$ cat src/rtl/core/b2s_pkg.sv
// Shared constants, types and helper functions for the BLAKE2s keyed hash core.
// No dependencies; every other file of the core uses this package.
package b2s_pkg;

  localparam int MSG_AW    = 4;   // 16 message words of 32 bits
  localparam int CV_AW     = 3;   // 8 chain words of 32 bits
  localparam int CFG_IDX_W = 2;

  localparam logic [CFG_IDX_W-1:0] CFG_DIGEST_LENGTH = 2'd0;
  localparam logic [CFG_IDX_W-1:0] CFG_KEY_LENGTH    = 2'd1;

  localparam logic [5:0] DLEN_MIN   = 6'd1;
  localparam logic [5:0] DLEN_MAX   = 6'd32;
  localparam logic [5:0] KLEN_MAX   = 6'd32;
  localparam logic [5:0] DLEN_RESET = 6'd32;
  localparam logic [5:0] KLEN_RESET = 6'd0;
  localparam logic [6:0] BLOCK_BYTES = 7'd64;

  localparam logic [31:0] PARAM_BASE = 32'h01010000;
  localparam logic [31:0] ALL_ONES   = 32'hffffffff;

  localparam logic [31:0] IV [8] = '{
    32'h6a09e667, 32'hbb67ae85, 32'h3c6ef372, 32'ha54ff53a,
    32'h510e527f, 32'h9b05688c, 32'h1f83d9ab, 32'h5be0cd19
  };

  localparam logic [3:0] SIGMA [10][16] = '{
    '{4'd0, 4'd1, 4'd2, 4'd3, 4'd4, 4'd5, 4'd6, 4'd7,
      4'd8, 4'd9, 4'd10, 4'd11, 4'd12, 4'd13, 4'd14, 4'd15},
    '{4'd14, 4'd10, 4'd4, 4'd8, 4'd9, 4'd15, 4'd13, 4'd6,
      4'd1, 4'd12, 4'd0, 4'd2, 4'd11, 4'd7, 4'd5, 4'd3},
    '{4'd11, 4'd8, 4'd12, 4'd0, 4'd5, 4'd2, 4'd15, 4'd13,
      4'd10, 4'd14, 4'd3, 4'd6, 4'd7, 4'd1, 4'd9, 4'd4},
    '{4'd7, 4'd9, 4'd3, 4'd1, 4'd13, 4'd12, 4'd11, 4'd14,
      4'd2, 4'd6, 4'd5, 4'd10, 4'd4, 4'd0, 4'd15, 4'd8},
    '{4'd9, 4'd0, 4'd5, 4'd7, 4'd2, 4'd4, 4'd10, 4'd15,
      4'd14, 4'd1, 4'd11, 4'd12, 4'd6, 4'd8, 4'd3, 4'd13},
    '{4'd2, 4'd12, 4'd6, 4'd10, 4'd0, 4'd11, 4'd8, 4'd3,
      4'd4, 4'd13, 4'd7, 4'd5, 4'd15, 4'd14, 4'd1, 4'd9},
    '{4'd12, 4'd5, 4'd1, 4'd15, 4'd14, 4'd13, 4'd4, 4'd10,
      4'd0, 4'd7, 4'd6, 4'd3, 4'd9, 4'd2, 4'd8, 4'd11},
    '{4'd13, 4'd11, 4'd7, 4'd14, 4'd12, 4'd1, 4'd3, 4'd9,
      4'd5, 4'd0, 4'd15, 4'd4, 4'd8, 4'd6, 4'd2, 4'd10},
    '{4'd6, 4'd15, 4'd14, 4'd9, 4'd11, 4'd3, 4'd0, 4'd8,
      4'd12, 4'd2, 4'd13, 4'd7, 4'd1, 4'd4, 4'd10, 4'd5},
    '{4'd10, 4'd2, 4'd8, 4'd4, 4'd7, 4'd6, 4'd1, 4'd5,
      4'd15, 4'd11, 4'd9, 4'd14, 4'd3, 4'd12, 4'd13, 4'd0}
  };

  typedef enum logic [1:0] {ST_IDLE, ST_COMP, ST_RD, ST_SEND} ctl_state_t;
  typedef enum logic [1:0] {ENG_IDLE, ENG_LOAD, ENG_MIX, ENG_SAVE} eng_state_t;

  // One compression request from the controller to the engine.
  typedef struct packed {
    logic        go;
    logic        last_blk;
    logic [63:0] count;
    logic [6:0]  nbytes;
  } b2s_job_t;

  function automatic logic [31:0] rotr32(input logic [31:0] x, input int n);
    return (x >> n) | (x << (32 - n));
  endfunction

  function automatic logic [3:0] sigma_idx(input logic [3:0] rnd, input logic [3:0] pos);
    logic [3:0] res;
    res = 4'd0;
    if (rnd < 4'd10) begin
      res = SIGMA[rnd][pos];
    end
    return res;
  endfunction

endpackage

$ cat src/rtl/core/b2s_if.sv
// Valid/ready channel interfaces of the BLAKE2s core: input bytes, digest bytes
// and configuration writes. Depends on b2s_pkg for the register index width.
interface b2s_in_if;
  logic       valid;
  logic       ready;
  logic [7:0] data_byte;
  logic       byte_valid;
  logic       last_byte;
  modport source(output valid, data_byte, byte_valid, last_byte, input ready);
  modport sink(input valid, data_byte, byte_valid, last_byte, output ready);
endinterface

interface b2s_out_if;
  logic       valid;
  logic       ready;
  logic [7:0] digest_byte;
  logic       digest_last;
  modport source(output valid, digest_byte, digest_last, input ready);
  modport sink(input valid, digest_byte, digest_last, output ready);
endinterface

interface b2s_cfg_if;
  logic                           valid;
  logic                           ready;
  logic [b2s_pkg::CFG_IDX_W-1:0] index;
  logic [5:0]                     data;
  modport source(output valid, index, data, input ready);
  modport sink(input valid, index, data, output ready);
endinterface

$ cat src/rtl/core/blake2s_keyed_hash.sv
// BLAKE2s-256 hash core (RFC 7693), plain or keyed, taking one byte per input
// transfer and producing digest_length digest bytes as output transfers. When
// key_length is nonzero the first key_length bytes of each message form a
// zero-padded key block. A byte transfer is taken at once, but a byte meeting
// a full held block closes the input until that block's compression is done.
// One compression loads the chain value from its memory, runs the ten rounds
// at one half G step per cycle, and folds the result back into the chain
// memory. A last transfer starts the final compression and closes the input
// until the final digest transfer; the digest leaves at one byte per cycle
// while the receiver is ready, with a memory read before each 32-bit chain
// word. The core then reinitializes by itself and takes the next message.
// Configuration writes are accepted while the core is idle and no input
// transfer is offered, and take effect only between messages. Depends on
// b2s_pkg, b2s_if, b2s_ram and b2s_engine.
module blake2s_keyed_hash (
  input logic       clk,
  input logic       rst_n,
  b2s_in_if.sink    in_ch,
  b2s_out_if.source out_ch,
  b2s_cfg_if.sink   cfg_ch
);
  import b2s_pkg::*;

  ctl_state_t  state_r, state_nxt;
  logic [5:0]  dlen_r, dlen_nxt;
  logic [5:0]  klen_r, klen_nxt;
  logic [63:0] counter_r, counter_nxt;
  logic [6:0]  fill_r, fill_nxt;
  logic [5:0]  kseen_r, kseen_nxt;
  logic [6:0]  wr_r, wr_nxt;       // bytes actually written in the block
  logic        pend_byte_r, pend_byte_nxt;
  logic [7:0]  pend_data_r, pend_data_nxt;
  logic        pend_last_r, pend_last_nxt;
  logic        fin_run_r, fin_run_nxt;
  logic        cv_fresh_r, cv_fresh_nxt;
  logic [4:0]  idx_r, idx_nxt;
  logic [2:0]  cv_addr_q_r;

  logic        in_acc, out_acc, cfg_acc;
  logic        key_phase, spill, msg_open, dig_last;
  logic [5:0]  k_new;
  logic [6:0]  f_new, w_new, f_fin, addend;
  logic [63:0] count_sum;
  b2s_job_t    job;

  logic        mw_en;
  logic [5:0]  mw_pos;
  logic [7:0]  mw_byte;
  logic        top_cv_re;

  logic        eng_busy, eng_done;
  logic        eng_msg_re, eng_cv_re, eng_cv_we;
  logic [3:0]  eng_msg_raddr;
  logic [2:0]  eng_cv_raddr, eng_cv_waddr;
  logic [31:0] eng_cv_wdata;
  logic [31:0] msg_q, cv_q, cv_rd, param_word;
  logic        cv_re;
  logic [2:0]  cv_raddr;

  assign in_ch.ready  = (state_r == ST_IDLE);
  // An offered input transfer goes first, so a write never meets a byte.
  assign cfg_ch.ready = (state_r == ST_IDLE) && !in_ch.valid;
  assign in_acc  = in_ch.valid && in_ch.ready;
  assign out_acc = out_ch.valid && out_ch.ready;
  assign cfg_acc = cfg_ch.valid && cfg_ch.ready;

  assign key_phase = (kseen_r < klen_r);
  assign msg_open  = (counter_r != 64'd0) || (fill_r != 7'd0) || (kseen_r != 6'd0);
  assign dig_last  = (({1'b0, idx_r} + 6'd1) == dlen_r);

  // Block buffer: 16 words, written one byte lane at a time.
  b2s_ram #(.AW(MSG_AW)) u_msg_ram (
    .clk   (clk),
    .we    (mw_en),
    .be    (4'b0001 << mw_pos[1:0]),
    .waddr (mw_pos[5:2]),
    .wdata ({4{mw_byte}}),
    .re    (eng_msg_re),
    .raddr (eng_msg_raddr),
    .rdata (msg_q)
  );

  // Chain value memory. Until the first compression of a message it reads as
  // the initial value, so no reload pass is needed after a message or write.
  assign cv_re    = eng_cv_re || top_cv_re;
  assign cv_raddr = eng_busy ? eng_cv_raddr : idx_r[4:2];

  b2s_ram #(.AW(CV_AW)) u_cv_ram (
    .clk   (clk),
    .we    (eng_cv_we),
    .be    (4'hF),
    .waddr (eng_cv_waddr),
    .wdata (eng_cv_wdata),
    .re    (cv_re),
    .raddr (cv_raddr),
    .rdata (cv_q)
  );

  assign param_word = PARAM_BASE ^ {18'd0, klen_r, 8'd0} ^ {26'd0, dlen_r};
  assign cv_rd = cv_fresh_r
               ? (IV[cv_addr_q_r] ^ ((cv_addr_q_r == 3'd0) ? param_word : 32'd0))
               : cv_q;

  b2s_engine u_engine (
    .clk       (clk),
    .rst_n     (rst_n),
    .job       (job),
    .busy      (eng_busy),
    .done      (eng_done),
    .msg_re    (eng_msg_re),
    .msg_raddr (eng_msg_raddr),
    .msg_rdata (msg_q),
    .cv_re     (eng_cv_re),
    .cv_raddr  (eng_cv_raddr),
    .cv_rdata  (cv_rd),
    .cv_we     (eng_cv_we),
    .cv_waddr  (eng_cv_waddr),
    .cv_wdata  (eng_cv_wdata)
  );

  assign out_ch.valid       = (state_r == ST_SEND);
  assign out_ch.digest_byte = cv_rd[{idx_r[1:0], 3'b000} +: 8];
  assign out_ch.digest_last = dig_last;

  // Effect of the incoming byte on the block bookkeeping. A byte that meets a
  // full held block spills: the block is compressed before the byte lands.
  always_comb begin
    k_new = kseen_r;
    f_new = fill_r;
    w_new = wr_r;
    spill = 1'b0;
    if (in_acc && in_ch.byte_valid) begin
      if (key_phase) begin
        k_new = kseen_r + 6'd1;
        w_new = {1'b0, k_new};
        f_new = (k_new == klen_r) ? BLOCK_BYTES : {1'b0, k_new};
      end else if (fill_r >= BLOCK_BYTES) begin
        spill = 1'b1;
      end else begin
        f_new = fill_r + 7'd1;
        w_new = fill_r + 7'd1;
      end
    end
    // A message that ends inside the key still closes a full key block.
    f_fin = ((klen_r != 6'd0) && (k_new < klen_r)) ? BLOCK_BYTES : f_new;
    if (state_r == ST_COMP) begin
      addend = 7'd1;
    end else begin
      addend = spill ? BLOCK_BYTES : f_fin;
    end
    count_sum = counter_r + {57'd0, addend};
  end

  // Next state.
  always_comb begin
    state_nxt = state_r;
    case (state_r)
      ST_IDLE: if (in_acc && (spill || in_ch.last_byte)) state_nxt = ST_COMP;
      ST_COMP: begin
        if (eng_done) begin
          if (fin_run_r) state_nxt = ST_RD;
          else if (pend_last_r) state_nxt = ST_COMP;
          else state_nxt = ST_IDLE;
        end
      end
      ST_RD:   state_nxt = ST_SEND;
      ST_SEND: begin
        if (out_acc) begin
          if (dig_last) state_nxt = ST_IDLE;
          else if (idx_r[1:0] == 2'd3) state_nxt = ST_RD;
        end
      end
      default: state_nxt = ST_IDLE;
    endcase
  end

  // Datapath and memory controls.
  always_comb begin
    dlen_nxt      = dlen_r;
    klen_nxt      = klen_r;
    counter_nxt   = counter_r;
    fill_nxt      = fill_r;
    kseen_nxt     = kseen_r;
    wr_nxt        = wr_r;
    pend_byte_nxt = pend_byte_r;
    pend_data_nxt = pend_data_r;
    pend_last_nxt = pend_last_r;
    fin_run_nxt   = fin_run_r;
    cv_fresh_nxt  = cv_fresh_r;
    idx_nxt       = idx_r;
    job           = '0;
    mw_en         = 1'b0;
    mw_pos        = 6'd0;
    mw_byte       = in_ch.data_byte;
    top_cv_re     = 1'b0;
    case (state_r)
      ST_IDLE: begin
        if (in_acc) begin
          if (in_ch.byte_valid && !spill) begin
            mw_en  = 1'b1;
            mw_pos = key_phase ? kseen_r : fill_r[5:0];
          end
          if (spill) begin
            counter_nxt   = count_sum;
            job.go        = 1'b1;
            job.count     = count_sum;
            job.nbytes    = wr_r;
            pend_byte_nxt = 1'b1;
            pend_data_nxt = in_ch.data_byte;
            pend_last_nxt = in_ch.last_byte;
            fin_run_nxt   = 1'b0;
          end else begin
            kseen_nxt = k_new;
            fill_nxt  = f_new;
            wr_nxt    = w_new;
            if (in_ch.last_byte) begin
              fill_nxt     = f_fin;
              counter_nxt  = count_sum;
              job.go       = 1'b1;
              job.last_blk = 1'b1;
              job.count    = count_sum;
              job.nbytes   = w_new;
              fin_run_nxt  = 1'b1;
            end
          end
        end else if (cfg_acc && !msg_open) begin
          if (cfg_ch.index == CFG_DIGEST_LENGTH) begin
            if (cfg_ch.data == 6'd0) dlen_nxt = DLEN_MIN;
            else if (cfg_ch.data > DLEN_MAX) dlen_nxt = DLEN_MAX;
            else dlen_nxt = cfg_ch.data;
            cv_fresh_nxt = 1'b1;
          end else if (cfg_ch.index == CFG_KEY_LENGTH) begin
            klen_nxt     = (cfg_ch.data > KLEN_MAX) ? KLEN_MAX : cfg_ch.data;
            cv_fresh_nxt = 1'b1;
          end
        end
      end
      ST_COMP: begin
        mw_byte = pend_data_r;
        if (eng_done) begin
          cv_fresh_nxt = 1'b0;
          idx_nxt      = 5'd0;
          if (!fin_run_r && pend_byte_r) begin
            // The spilled byte opens the next block.
            mw_en         = 1'b1;
            mw_pos        = 6'd0;
            fill_nxt      = 7'd1;
            wr_nxt        = 7'd1;
            pend_byte_nxt = 1'b0;
            if (pend_last_r) begin
              counter_nxt   = count_sum;
              job.go        = 1'b1;
              job.last_blk  = 1'b1;
              job.count     = count_sum;
              job.nbytes    = 7'd1;
              fin_run_nxt   = 1'b1;
              pend_last_nxt = 1'b0;
            end
          end
        end
      end
      ST_RD: begin
        top_cv_re = 1'b1;
      end
      ST_SEND: begin
        if (out_acc) begin
          if (dig_last) begin
            counter_nxt  = 64'd0;
            fill_nxt     = 7'd0;
            kseen_nxt    = 6'd0;
            wr_nxt       = 7'd0;
            fin_run_nxt  = 1'b0;
            cv_fresh_nxt = 1'b1;
          end else begin
            idx_nxt = idx_r + 5'd1;
          end
        end
      end
      default: begin
      end
    endcase
  end

  always_ff @(posedge clk) begin
    if (!rst_n) begin
      state_r     <= ST_IDLE;
      dlen_r      <= DLEN_RESET;
      klen_r      <= KLEN_RESET;
      counter_r   <= 64'd0;
      fill_r      <= 7'd0;
      kseen_r     <= 6'd0;
      wr_r        <= 7'd0;
      pend_byte_r <= 1'b0;
      pend_last_r <= 1'b0;
      fin_run_r   <= 1'b0;
      cv_fresh_r  <= 1'b1;
      idx_r       <= 5'd0;
    end else begin
      state_r     <= state_nxt;
      dlen_r      <= dlen_nxt;
      klen_r      <= klen_nxt;
      counter_r   <= counter_nxt;
      fill_r      <= fill_nxt;
      kseen_r     <= kseen_nxt;
      wr_r        <= wr_nxt;
      pend_byte_r <= pend_byte_nxt;
      pend_last_r <= pend_last_nxt;
      fin_run_r   <= fin_run_nxt;
      cv_fresh_r  <= cv_fresh_nxt;
      idx_r       <= idx_nxt;
    end
    pend_data_r <= pend_data_nxt;
    if (cv_re) cv_addr_q_r <= cv_raddr;
  end

  // The input side never runs while the engine owns the memories.
  a_idle_engine: assert property (@(posedge clk) disable iff (!rst_n)
    in_ch.ready |-> !eng_busy) else $error("input open while engine busy");

  // The block fill never passes one block.
  a_fill_range: assert property (@(posedge clk) disable iff (!rst_n)
    (fill_r <= BLOCK_BYTES) && (wr_r <= BLOCK_BYTES)) else $error("fill overflow");

  // A compression only finishes while the controller waits for it.
  a_done_state: assert property (@(posedge clk) disable iff (!rst_n)
    eng_done |-> (state_r == ST_COMP)) else $error("stray engine done");

  // The final digest transfer leaves the core ready for a new message.
  a_reinit: assert property (@(posedge clk) disable iff (!rst_n)
    (out_acc && out_ch.digest_last) |=> (!msg_open && cv_fresh_r && state_r == ST_IDLE))
    else $error("no reinit after digest");
endmodule

$ cat src/rtl/core/b2s_ram.sv
// Single-clock word memory with byte write enables and a registered read port.
// Depends on b2s_pkg for the default depth.
module b2s_ram #(
  parameter int AW = b2s_pkg::MSG_AW
) (
  input  logic          clk,
  input  logic          we,
  input  logic [3:0]    be,
  input  logic [AW-1:0] waddr,
  input  logic [31:0]   wdata,
  input  logic          re,
  input  logic [AW-1:0] raddr,
  output logic [31:0]   rdata
);
  logic [31:0] mem [2**AW];

  always_ff @(posedge clk) begin
    if (we) begin
      for (int i = 0; i < 4; i++) begin
        if (be[i]) begin
          mem[waddr][8*i +: 8] <= wdata[8*i +: 8];
        end
      end
    end
    if (re) begin
      rdata <= mem[raddr];
    end
  end
endmodule

$ cat src/rtl/core/b2s_engine.sv
// BLAKE2s compression engine: one half mixing step per cycle on a rotating
// working vector. Reads the message and chain memories, writes the chain back.
// Depends on b2s_pkg.
module b2s_engine (
  input  logic                clk,
  input  logic                rst_n,
  input  b2s_pkg::b2s_job_t   job,
  output logic                busy,
  output logic                done,
  output logic                msg_re,
  output logic [3:0]          msg_raddr,
  input  logic [31:0]         msg_rdata,
  output logic                cv_re,
  output logic [2:0]          cv_raddr,
  input  logic [31:0]         cv_rdata,
  output logic                cv_we,
  output logic [2:0]          cv_waddr,
  output logic [31:0]         cv_wdata
);
  import b2s_pkg::*;

  eng_state_t  st_r, st_nxt;
  logic [3:0]  cnt_r, cnt_nxt;
  logic [3:0]  rnd_r, rnd_nxt;
  logic [3:0]  sub_r, sub_nxt;
  logic [31:0] v_r [16];
  logic [31:0] v_nxt [16];
  logic [6:0]  nbytes_r;
  logic [3:0]  maddr_r;
  logic        can_start;
  logic        mix_end;
  logic [3:0]  nrnd, nsub;
  logic [31:0] m_word;
  logic [31:0] a1, b1, c1, d1;

  assign busy      = (st_r != ENG_IDLE);
  assign can_start = (st_r == ENG_IDLE) || (st_r == ENG_SAVE && cnt_r == 4'd8);
  assign mix_end   = (rnd_r == 4'd9) && (sub_r == 4'd15);
  assign nsub      = sub_r + 4'd1;
  assign nrnd      = (sub_r == 4'd15) ? rnd_r + 4'd1 : rnd_r;

  // Bytes past the valid count of the block read as zero.
  always_comb begin
    for (int i = 0; i < 4; i++) begin
      m_word[8*i +: 8] = ({1'b0, maddr_r, i[1:0]} < nbytes_r) ? msg_rdata[8*i +: 8] : 8'd0;
    end
  end

  // Half of the G function, always on column 0 of the working vector.
  always_comb begin
    a1 = v_r[0] + v_r[4] + m_word;
    d1 = rotr32(v_r[12] ^ a1, sub_r[0] ? 8 : 16);
    c1 = v_r[8] + d1;
    b1 = rotr32(v_r[4] ^ c1, sub_r[0] ? 7 : 12);
  end

  // Next state.
  always_comb begin
    st_nxt = st_r;
    case (st_r)
      ENG_IDLE: if (job.go) st_nxt = ENG_LOAD;
      ENG_LOAD: if (cnt_r == 4'd8) st_nxt = ENG_MIX;
      ENG_MIX:  if (mix_end) st_nxt = ENG_SAVE;
      ENG_SAVE: if (cnt_r == 4'd8) st_nxt = job.go ? ENG_LOAD : ENG_IDLE;
      default:  st_nxt = ENG_IDLE;
    endcase
  end

  // Memory controls and done.
  always_comb begin
    msg_re    = 1'b0;
    msg_raddr = sigma_idx(nrnd, nsub);
    cv_re     = 1'b0;
    cv_raddr  = cnt_r[2:0];
    cv_we     = 1'b0;
    cv_waddr  = cnt_r[2:0] - 3'd1;
    cv_wdata  = cv_rdata ^ v_r[0] ^ v_r[8];
    done      = 1'b0;
    case (st_r)
      ENG_LOAD: begin
        cv_re = (cnt_r < 4'd8);
        if (cnt_r == 4'd8) begin
          msg_re    = 1'b1;
          msg_raddr = sigma_idx(4'd0, 4'd0);
        end
      end
      ENG_MIX: begin
        msg_re = !mix_end;
      end
      ENG_SAVE: begin
        cv_re = (cnt_r < 4'd8);
        cv_we = (cnt_r != 4'd0);
        done  = (cnt_r == 4'd8);
      end
      default: begin
      end
    endcase
  end

  // Working vector update.
  always_comb begin
    logic [31:0]  tmp [16];
    logic [127:0] row;
    logic [255:0] dbl;
    logic [127:0] rot;
    logic [1:0]   amt [4];
    for (int i = 0; i < 16; i++) begin
      v_nxt[i] = v_r[i];
      tmp[i]   = v_r[i];
    end
    tmp[0]  = a1;
    tmp[4]  = b1;
    tmp[8]  = c1;
    tmp[12] = d1;
    // After a full G move to the next column; around the diagonal pass
    // rows b, c and d get an extra skew that is undone at its end.
    amt[0] = 2'd1;
    amt[1] = 2'd1;
    amt[2] = 2'd1;
    amt[3] = 2'd1;
    if (sub_r == 4'd7) begin
      amt[1] = 2'd2;
      amt[2] = 2'd3;
      amt[3] = 2'd0;
    end else if (sub_r == 4'd15) begin
      amt[1] = 2'd0;
      amt[2] = 2'd3;
      amt[3] = 2'd2;
    end
    case (st_r)
      ENG_LOAD: begin
        if (cnt_r != 4'd0) begin
          for (int i = 0; i < 7; i++) v_nxt[i] = v_r[i+1];
          v_nxt[7] = cv_rdata;
        end
      end
      ENG_MIX: begin
        for (int r = 0; r < 4; r++) begin
          row = {tmp[4*r+3], tmp[4*r+2], tmp[4*r+1], tmp[4*r]};
          dbl = {row, row};
          rot = sub_r[0] ? dbl[{amt[r], 5'd0} +: 128] : row;
          for (int j = 0; j < 4; j++) v_nxt[4*r+j] = rot[32*j +: 32];
        end
      end
      ENG_SAVE: begin
        if (cnt_r != 4'd0) begin
          for (int i = 0; i < 7; i++) begin
            v_nxt[i]   = v_r[i+1];
            v_nxt[8+i] = v_r[9+i];
          end
        end
      end
      default: begin
      end
    endcase
    if (job.go && can_start) begin
      for (int i = 0; i < 4; i++) v_nxt[8+i] = IV[i];
      v_nxt[12] = IV[4] ^ job.count[31:0];
      v_nxt[13] = IV[5] ^ job.count[63:32];
      v_nxt[14] = IV[6] ^ (job.last_blk ? ALL_ONES : 32'd0);
      v_nxt[15] = IV[7];
    end
  end

  always_comb begin
    cnt_nxt = cnt_r;
    rnd_nxt = rnd_r;
    sub_nxt = sub_r;
    case (st_r)
      ENG_LOAD: begin
        cnt_nxt = (cnt_r == 4'd8) ? 4'd0 : cnt_r + 4'd1;
        rnd_nxt = 4'd0;
        sub_nxt = 4'd0;
      end
      ENG_MIX: begin
        rnd_nxt = nrnd;
        sub_nxt = nsub;
        cnt_nxt = 4'd0;
      end
      ENG_SAVE: cnt_nxt = (cnt_r == 4'd8) ? 4'd0 : cnt_r + 4'd1;
      default:  cnt_nxt = 4'd0;
    endcase
  end

  always_ff @(posedge clk) begin
    if (!rst_n) begin
      st_r  <= ENG_IDLE;
      cnt_r <= 4'd0;
      rnd_r <= 4'd0;
      sub_r <= 4'd0;
    end else begin
      st_r  <= st_nxt;
      cnt_r <= cnt_nxt;
      rnd_r <= rnd_nxt;
      sub_r <= sub_nxt;
    end
    for (int i = 0; i < 16; i++) v_r[i] <= v_nxt[i];
    if (msg_re) maddr_r <= msg_raddr;
    if (job.go && can_start) nbytes_r <= job.nbytes;
  end
endmodule

$ cat src/flat_wrapper.sv
// flat-port wrapper written by rule: the top's interface ports become plain ports
module blake2s_keyed_hash_flat import b2s_pkg::*;
  (clk, rst_n, in_ch_valid, in_ch_data_byte, in_ch_byte_valid, in_ch_last_byte, in_ch_ready, out_ch_valid, out_ch_digest_byte, out_ch_digest_last, out_ch_ready, cfg_ch_valid, cfg_ch_index, cfg_ch_data, cfg_ch_ready);
  b2s_in_if in_ch_i ();
  b2s_out_if out_ch_i ();
  b2s_cfg_if cfg_ch_i ();
  input logic clk;
  input logic rst_n;
  input wire logic [$bits(in_ch_i.valid)-1:0] in_ch_valid;
  input wire logic [$bits(in_ch_i.data_byte)-1:0] in_ch_data_byte;
  input wire logic [$bits(in_ch_i.byte_valid)-1:0] in_ch_byte_valid;
  input wire logic [$bits(in_ch_i.last_byte)-1:0] in_ch_last_byte;
  output wire logic [$bits(in_ch_i.ready)-1:0] in_ch_ready;
  output wire logic [$bits(out_ch_i.valid)-1:0] out_ch_valid;
  output wire logic [$bits(out_ch_i.digest_byte)-1:0] out_ch_digest_byte;
  output wire logic [$bits(out_ch_i.digest_last)-1:0] out_ch_digest_last;
  input wire logic [$bits(out_ch_i.ready)-1:0] out_ch_ready;
  input wire logic [$bits(cfg_ch_i.valid)-1:0] cfg_ch_valid;
  input wire logic [$bits(cfg_ch_i.index)-1:0] cfg_ch_index;
  input wire logic [$bits(cfg_ch_i.data)-1:0] cfg_ch_data;
  output wire logic [$bits(cfg_ch_i.ready)-1:0] cfg_ch_ready;
  assign in_ch_i.valid = in_ch_valid;
  assign in_ch_i.data_byte = in_ch_data_byte;
  assign in_ch_i.byte_valid = in_ch_byte_valid;
  assign in_ch_i.last_byte = in_ch_last_byte;
  assign in_ch_ready = in_ch_i.ready;
  assign out_ch_valid = out_ch_i.valid;
  assign out_ch_digest_byte = out_ch_i.digest_byte;
  assign out_ch_digest_last = out_ch_i.digest_last;
  assign out_ch_i.ready = out_ch_ready;
  assign cfg_ch_i.valid = cfg_ch_valid;
  assign cfg_ch_i.index = cfg_ch_index;
  assign cfg_ch_i.data = cfg_ch_data;
  assign cfg_ch_ready = cfg_ch_i.ready;
  blake2s_keyed_hash u_core (.clk(clk), .rst_n(rst_n), .in_ch(in_ch_i), .out_ch(out_ch_i), .cfg_ch(cfg_ch_i));
endmodule
$ cat config.mk
export PLATFORM = sky130hd
export DESIGN_NAME = blake2s_keyed_hash_flat
export DESIGN_NICKNAME = d
export VERILOG_FILES = /design/src/rtl/core/b2s_pkg.sv /design/src/rtl/core/b2s_if.sv /design/src/rtl/core/blake2s_keyed_hash.sv /design/src/rtl/core/b2s_ram.sv /design/src/rtl/core/b2s_engine.sv /design/src/flat_wrapper.sv
export SDC_FILE = /design/constraint.sdc
export NUM_CORES = 2
export LEC_CHECK = 0
export ABC_CLOCK_PERIOD_IN_PS = 31700
export BUFFER_PORTS_ARGS = -buffer_cell sky130_fd_sc_hd__buf_2
export CORE_AREA = 2 2 447 449
export CTS_BUF_LIST = sky130_fd_sc_hd__clkbuf_4 sky130_fd_sc_hd__clkbuf_8
export DETAILED_ROUTE_END_ITERATION = 16
export DIE_AREA = 0 0 449 451
export HOLD_SLACK_MARGIN = 0.12
export PLACE_DENSITY = 0.59
export SLEW_MARGIN = 15
export SYNTH_ARGS = -nofsm -noshare
export SYNTH_HDL_FRONTEND = slang
export SYNTH_SLANG_ARGS = --single-unit
export TNS_END_PERCENT = 10
$ cat constraint.sdc
create_clock -name clk -period 31.7 [get_ports clk]
set_clock_uncertainty 0.2 [all_clocks]
set_input_delay 1.585 -clock clk [delete_from_list [all_inputs] [get_ports clk]]
set_output_delay 1.585 -clock clk [all_outputs]
set_load 0.03 [all_outputs]
# Yosys cells after proc, flatten, opt, wreduce, memory -nomap -nowiden
# Memory sizes are Yosys's and may differ from the RTL's. A register that Yosys moved wholly into a read port is not among the register bits.
# Cells that the tools add are included.
dict set report classes {
  eq_ne 33
  mux 161
  n_shift 9
  n_addsub 14
  magnitude_cmp 13
  n_bitwise 18
  reduce_logical 52
}
# op count
set ops {}
lappend ops {{256-bit by 8-bit indexed part select with 128-bit output} 3}
lappend ops {{224-bit case mux with 3 select lines} 1}
lappend ops {{64-bit two-way mux} 10}
lappend ops {{128-bit two-way mux} 4}
lappend ops {{256-bit two-way mux} 2}
lappend ops {{224-bit two-way mux} 2}
lappend ops {{224-bit case mux with 2 select lines} 1}
lappend ops {{73-bit two-way mux} 5}
lappend ops {{32-bit two-way mux} 6}
lappend ops {{64-bit case mux with 3 select lines} 1}
lappend ops {{32-bit XOR} 5}
lappend ops {{73-bit case mux with 2 select lines} 1}
lappend ops {{7-bit two-way mux} 19}
lappend ops {{32-bit adder} 3}
lappend ops {{6-bit two-way mux} 13}
lappend ops {{71-bit two-way mux} 1}
lappend ops {{64-bit by 7-bit adder with 64-bit output} 1}
lappend ops {{32-bit OR} 2}
lappend ops {{32-bit case mux with 2 select lines} 1}
lappend ops {{64-bit nonzero test} 1}
lappend ops {{32-bit by 32-bit left shift with 32-bit output} 2}
lappend ops {{1-bit two-way mux} 51}
lappend ops {{7-bit case mux with 3 select lines} 2}
lappend ops {{8-bit two-way mux} 5}
lappend ops {{other kinds (63)} 158}
dict set report word_totals {
  romBits 1280
  memories 5
  ff_bits 143
  inputBits 23
  mem_bits_rw 1280
  word_cells 325
}
# memory depth width rd rd_clocked_by_memory_dff write_ports line
set memory_table {}
lappend memory_table {{(no name shown)} 16 64 1 0 0 b2s_pkg.sv:69} ;# res = SIGMA[rnd][pos];
lappend memory_table {u_core.u_engine.v_r 16 32 16 0 16 b2s_engine.sv:26} ;# logic [31:0] v_r [16];
lappend memory_table {u_core.u_msg_ram.mem 16 32 1 1 1 b2s_ram.sv:15} ;# logic [31:0] mem [2**AW];
lappend memory_table {{(no name shown)} 8 32 1 0 0 blake2s_keyed_hash.sv:101} ;# ? (IV[cv_addr_q_r] ^ ((cv_addr_q_r == 3'd0) ? param_word : 32'd0))
lappend memory_table {u_core.u_cv_ram.mem 8 32 1 1 1 b2s_ram.sv:15}

# Logic depth before layout (Yosys ltp)
dict set report logic_depth {
  depth_word 17
  ltp_mapped 32
}

# By module
# A second synthesis with hierarchy kept.
dict set report unflattened {
  hier_cells 6391
  area_unflattened_um2 75135.8
}
# mod seq_area_each_um2 n_inst area_each_um2 cells_each
set modules_own_cells {}
lappend modules_own_cells {b2s_engine 14383.8 1 34725.8 3817}
lappend modules_own_cells {{b2s_ram (u_core.u_msg_ram)} 16335.7 1 20419.6 909}
lappend modules_own_cells {{b2s_ram (u_core.u_cv_ram)} 8648.3 1 10923.0 446}
lappend modules_own_cells {blake2s_keyed_hash 2472.4 1 9067.4 1219}

# Worst setup path after synthesis
# No wires, ideal clock.
dict set report synth_path {
  path_type {register -> register}
  startpoint {register u_core.u_engine.sub_r[0] (netlist name)}
  endpoint {memory u_core.u_engine.v_r[1][0] (enable)}
  stages_incl_launch_ff 7
  arrival_ns 12.435
  setup_time_ns 0.875
  period_less_slack_ns 13.511
  slack_ns 18.189
  path_buffers 4
  t_required_ns 30.625
  cell_sequence {dfxtp_1 > clkbuf_1 > clkbuf_1 > clkbuf_1 > nor2_1 > clkbuf_1 > nor3_1}
}
# item line
set synth_rtl {}
lappend synth_rtl {{to (decl)} b2s_engine.sv:26}

==> results.json <==
{
  "slowest_delay_ns": 0.72,
  "path_clk_slew_ns": 0.06,
  "htree_levels": 5,
  "ys_top_cells_by_count": "edfxtp_1, nand2_1, o21ai_0, nor2_1, clkbuf_1",
  "synth.distinct_cells": 102,
  "drtIter0Drc": 8615,
  "synth_top_area_share_pct": 47.3,
  "core_area_mm2": 0.198,
  "drc_errors": 0,
  "regArea_mm2": 0.0418,
  "hold_class": "flop to flop",
  "cp.buffers_inverters": 2,
  "layout-drive-gt1-share_pct": 10.8,
  "routed_via_density": 6.19,
  "drv_cap": 0,
  "nets": 7263,
  "criticalPathCategory": "flop to flop",
  "num_rows": 164,
  "cts_buffers": 284,
  "crit_fanout": 10,
  "worstSkewPairLatency_ns": 1.06,
  "portBuffers": 34,
  "yosysWarnings": 0,
  "area_growth_pct": 10.5,
  "vias": 61600,
  "reg2reg_depth": 30,
  "synth_seq_area_share_pct": 54.6,
  "dp_slack_ns": 22.06,
  "die_h_um": 451,
  "synth_xor_area_share_pct": 3.64,
  "period_share_pct": 31.1,
  "finalWorstSetupSlack_ns": 21.85,
  "dr.pass1.iters": 9,
  "slowest_stage": "a21oi_1",
  "clk_path_buf_depth": 4,
  "slew_violations": 0,
  "hold_buffers": 0,
  "synthFlopType": "edfxtp_1",
  "tns_ns": 0,
  "outcome": "complete, no violations",
  "rrSetupSlack_ns": 21.85,
  "tightest_slew_ns": 1.33,
  "synth_fp_nets": 7344,
  "fmax_mhz": 102,
  "boundaryPins": 35,
  "worstSetupEndpointType": "flop",
  "grt_usage_pct": 27.0,
  "start_kind": "flop",
  "grt_max_degree": 161,
  "r2r_start": "u_core.u_engine.maddr_r[2]",
  "period_needed_ns": 9.85,
  "syn-cell-area_mm2": 0.0766,
  "die_area_mm2": 0.202,
  "required_ns": 32.23,
  "multi_input_area_mm2": 0.0323,
  "synth-edff-count": 1206,
  "routed_wl_mm": 284,
  "synth_area_leader_cell": "edfxtp_1",
  "async_reset_ff_share_pct": 0,
  "cts_root_buf": "clkbuf_8",
  "cts_setup_buffers": 0,
  "rsz0062_at_grt": "false",
  "yosys.area_share.simple_pct": 13.5,
  "dpl.hpwl_mm": 189,
  "yosysMostFrequentCell": "edfxtp_1",
  "numPlacedInstances": 9466,
  "finalNonFillerCells": 9954,
  "startpoint": "u_core.u_engine.maddr_r[2]",
  "cts_resized": 0,
  "grt_pass1_wl_mm": 407,
  "muxShareOfSynthArea_pct": 4.72,
  "cts_tree": "done",
  "slew_headroom_pct": 11.6,
  "ant_nets": 0,
  "grt_pass1_vias": 57000,
  "reg2reg_to": "u_core.u_engine.v_r[4][21]",
  "routedWlPerCell_um": 28.5,
  "synthCells": 7177,
  "crit_family": "compound AO/OA/AOI/OAI gates",
  "synth_top_family_by_area": "compound AO/OA/AOI/OAI gates",
  "gp_congestion": 1.00,
  "ys_ff_latch": 1487,
  "setup_viol": 0,
  "synth_compound_area_share_pct": 17.2,
  "synth.avg_cell_area_um2": 10.7,
  "cts.sinks": 1487,
  "crit_cells": 30,
  "endpoint": "u_core.u_engine.v_r[4][21]",
  "ys_top_cells_by_area": "edfxtp_1, dfxtp_1, nand2_1, o21ai_0, mux2i_1",
  "cp.arrival_ns": 10.38,
  "start_util_pct": 38.6,
  "fill_cells": 18900,
  "antenna_found_initial": 12,
  "grt_overflow": 0,
  "fp.dieW_um": 449,
  "hold_viol_final": 0,
  "yosys.area_share.adder_pct": 2.69
}
## placed cells by master, fill, tap and decap left out, drive strengths merged, types with 25 or more instances in the layout
cell type,n
edfxtp,1206
nand2,834
o21ai,487
nor2,474
a21oi,426
clkbuf,395
nand3,393
dfxtp,281
mux2i,228
buf,180
xnor2,155
inv,145
xor2,126
and2,117
a211oi,111
ha,110
o22ai,109
and3,106
o211ai,105
mux2,102
a221oi,98
a211o,83
clkinv,78
nor3,75
nand4,69
a31oi,69
a22o,55
a21o,51
a22oi,48
o2bb2ai,46
o221ai,42
fa,34
o311ai,32
a311oi,31
nor2b,30
nor4,29
o31ai,25
## kinds of logic after synthesis
logic type / count (synthesis)
AND/OR/NAND/NOR: 2240
buffers and inverters: 694
flip-flops: 1487
adder cells (fa/ha/maj): 144
AO/OA/AOI/OAI: 1980
XOR/XNOR: 294
multiplexers: 338
## registers in the layout, summed over array words and instances, names as in the netlist, 5 cells and up
name / cells
u_core.counter_r: 64
u_core.fill_r: 7
u_core.u_msg_ram.rdata: 32
u_core.wr_r: 7
u_core.kseen_r: 6
u_core.u_msg_ram.mem: 512
u_core.klen_r: 6
u_core.idx_r: 5
u_core.u_cv_ram.rdata: 32
u_core.u_engine.v_r: 512
u_core.u_engine.nbytes_r: 7
u_core.u_cv_ram.mem: 256
u_core.pend_data_r: 8
u_core.dlen_r: 6
## worst min-delay path by stage
| stage | cells after the start | end | from |
|---|---|---|---|
| CTS | 2 | u_core.u_engine.v_r[0][28] | u_core.u_engine.v_r[1][28] |
| finish | 2 | u_core.u_engine.v_r[0][28] | u_core.u_engine.v_r[1][28] |
| floorplan | 2 | u_core.wr_r[1] | u_core.wr_r[1] |
| global placement | 2 | u_core.wr_r[1] | u_core.wr_r[1] |
| detailed placement | 2 | u_core.wr_r[1] | u_core.wr_r[1] |
| global route | 2 | u_core.u_engine.v_r[0][28] | u_core.u_engine.v_r[1][28] |
## routing by layer
layer	global-route usage, %	wire length (um)
met2	39.3	121000
met3	6.76	31100
met1	37.3	116000
met5	0	15
met4	13.6	15900
## worst register-to-register path: cells and delay by family (launching register included)
family                   cells  cell delay (ns)
flip-flops                   1             0.38
XOR/XNOR                     2             0.63
AO/OA/AOI/OAI               14             4.64
buffers and inverters        2             0.14
AND/OR/NAND/NOR              7             1.62
adder cells (fa/ha/maj)      5             1.94
## layout make-up
cell class	instances	share of cell area, %
antenna	7	0.0207
inverter	147	0.669
sequential	1487	49.5
timing repair buffer	180	1.54
multi-input combinational	4996	38.1
clock inverter	86	0.535
clock buffer	395	5.69
tap	2656	3.93
## metrics by stage
| step | instance area, um^2 | hold slack (ns) | utilization (%) |
|---|---|---|---|
| 3_3_place_gp | 79300 | 0.253 | 40.0 |
| 5_1_grt | 84600 | 0.268 | 42.7 |
| 6_report | 84600 | 0.249 | 42.7 |
| 4_1_cts | 84600 | 0.243 | 42.7 |
| 2_1_floorplan | 76600 | 0.245 | - |
| 3_5_place_dp | 79300 | 0.263 | 40.0 |
Power is not shown: default switching activity piles up to over one toggle a cycle in this logic, so the estimate is an artifact.
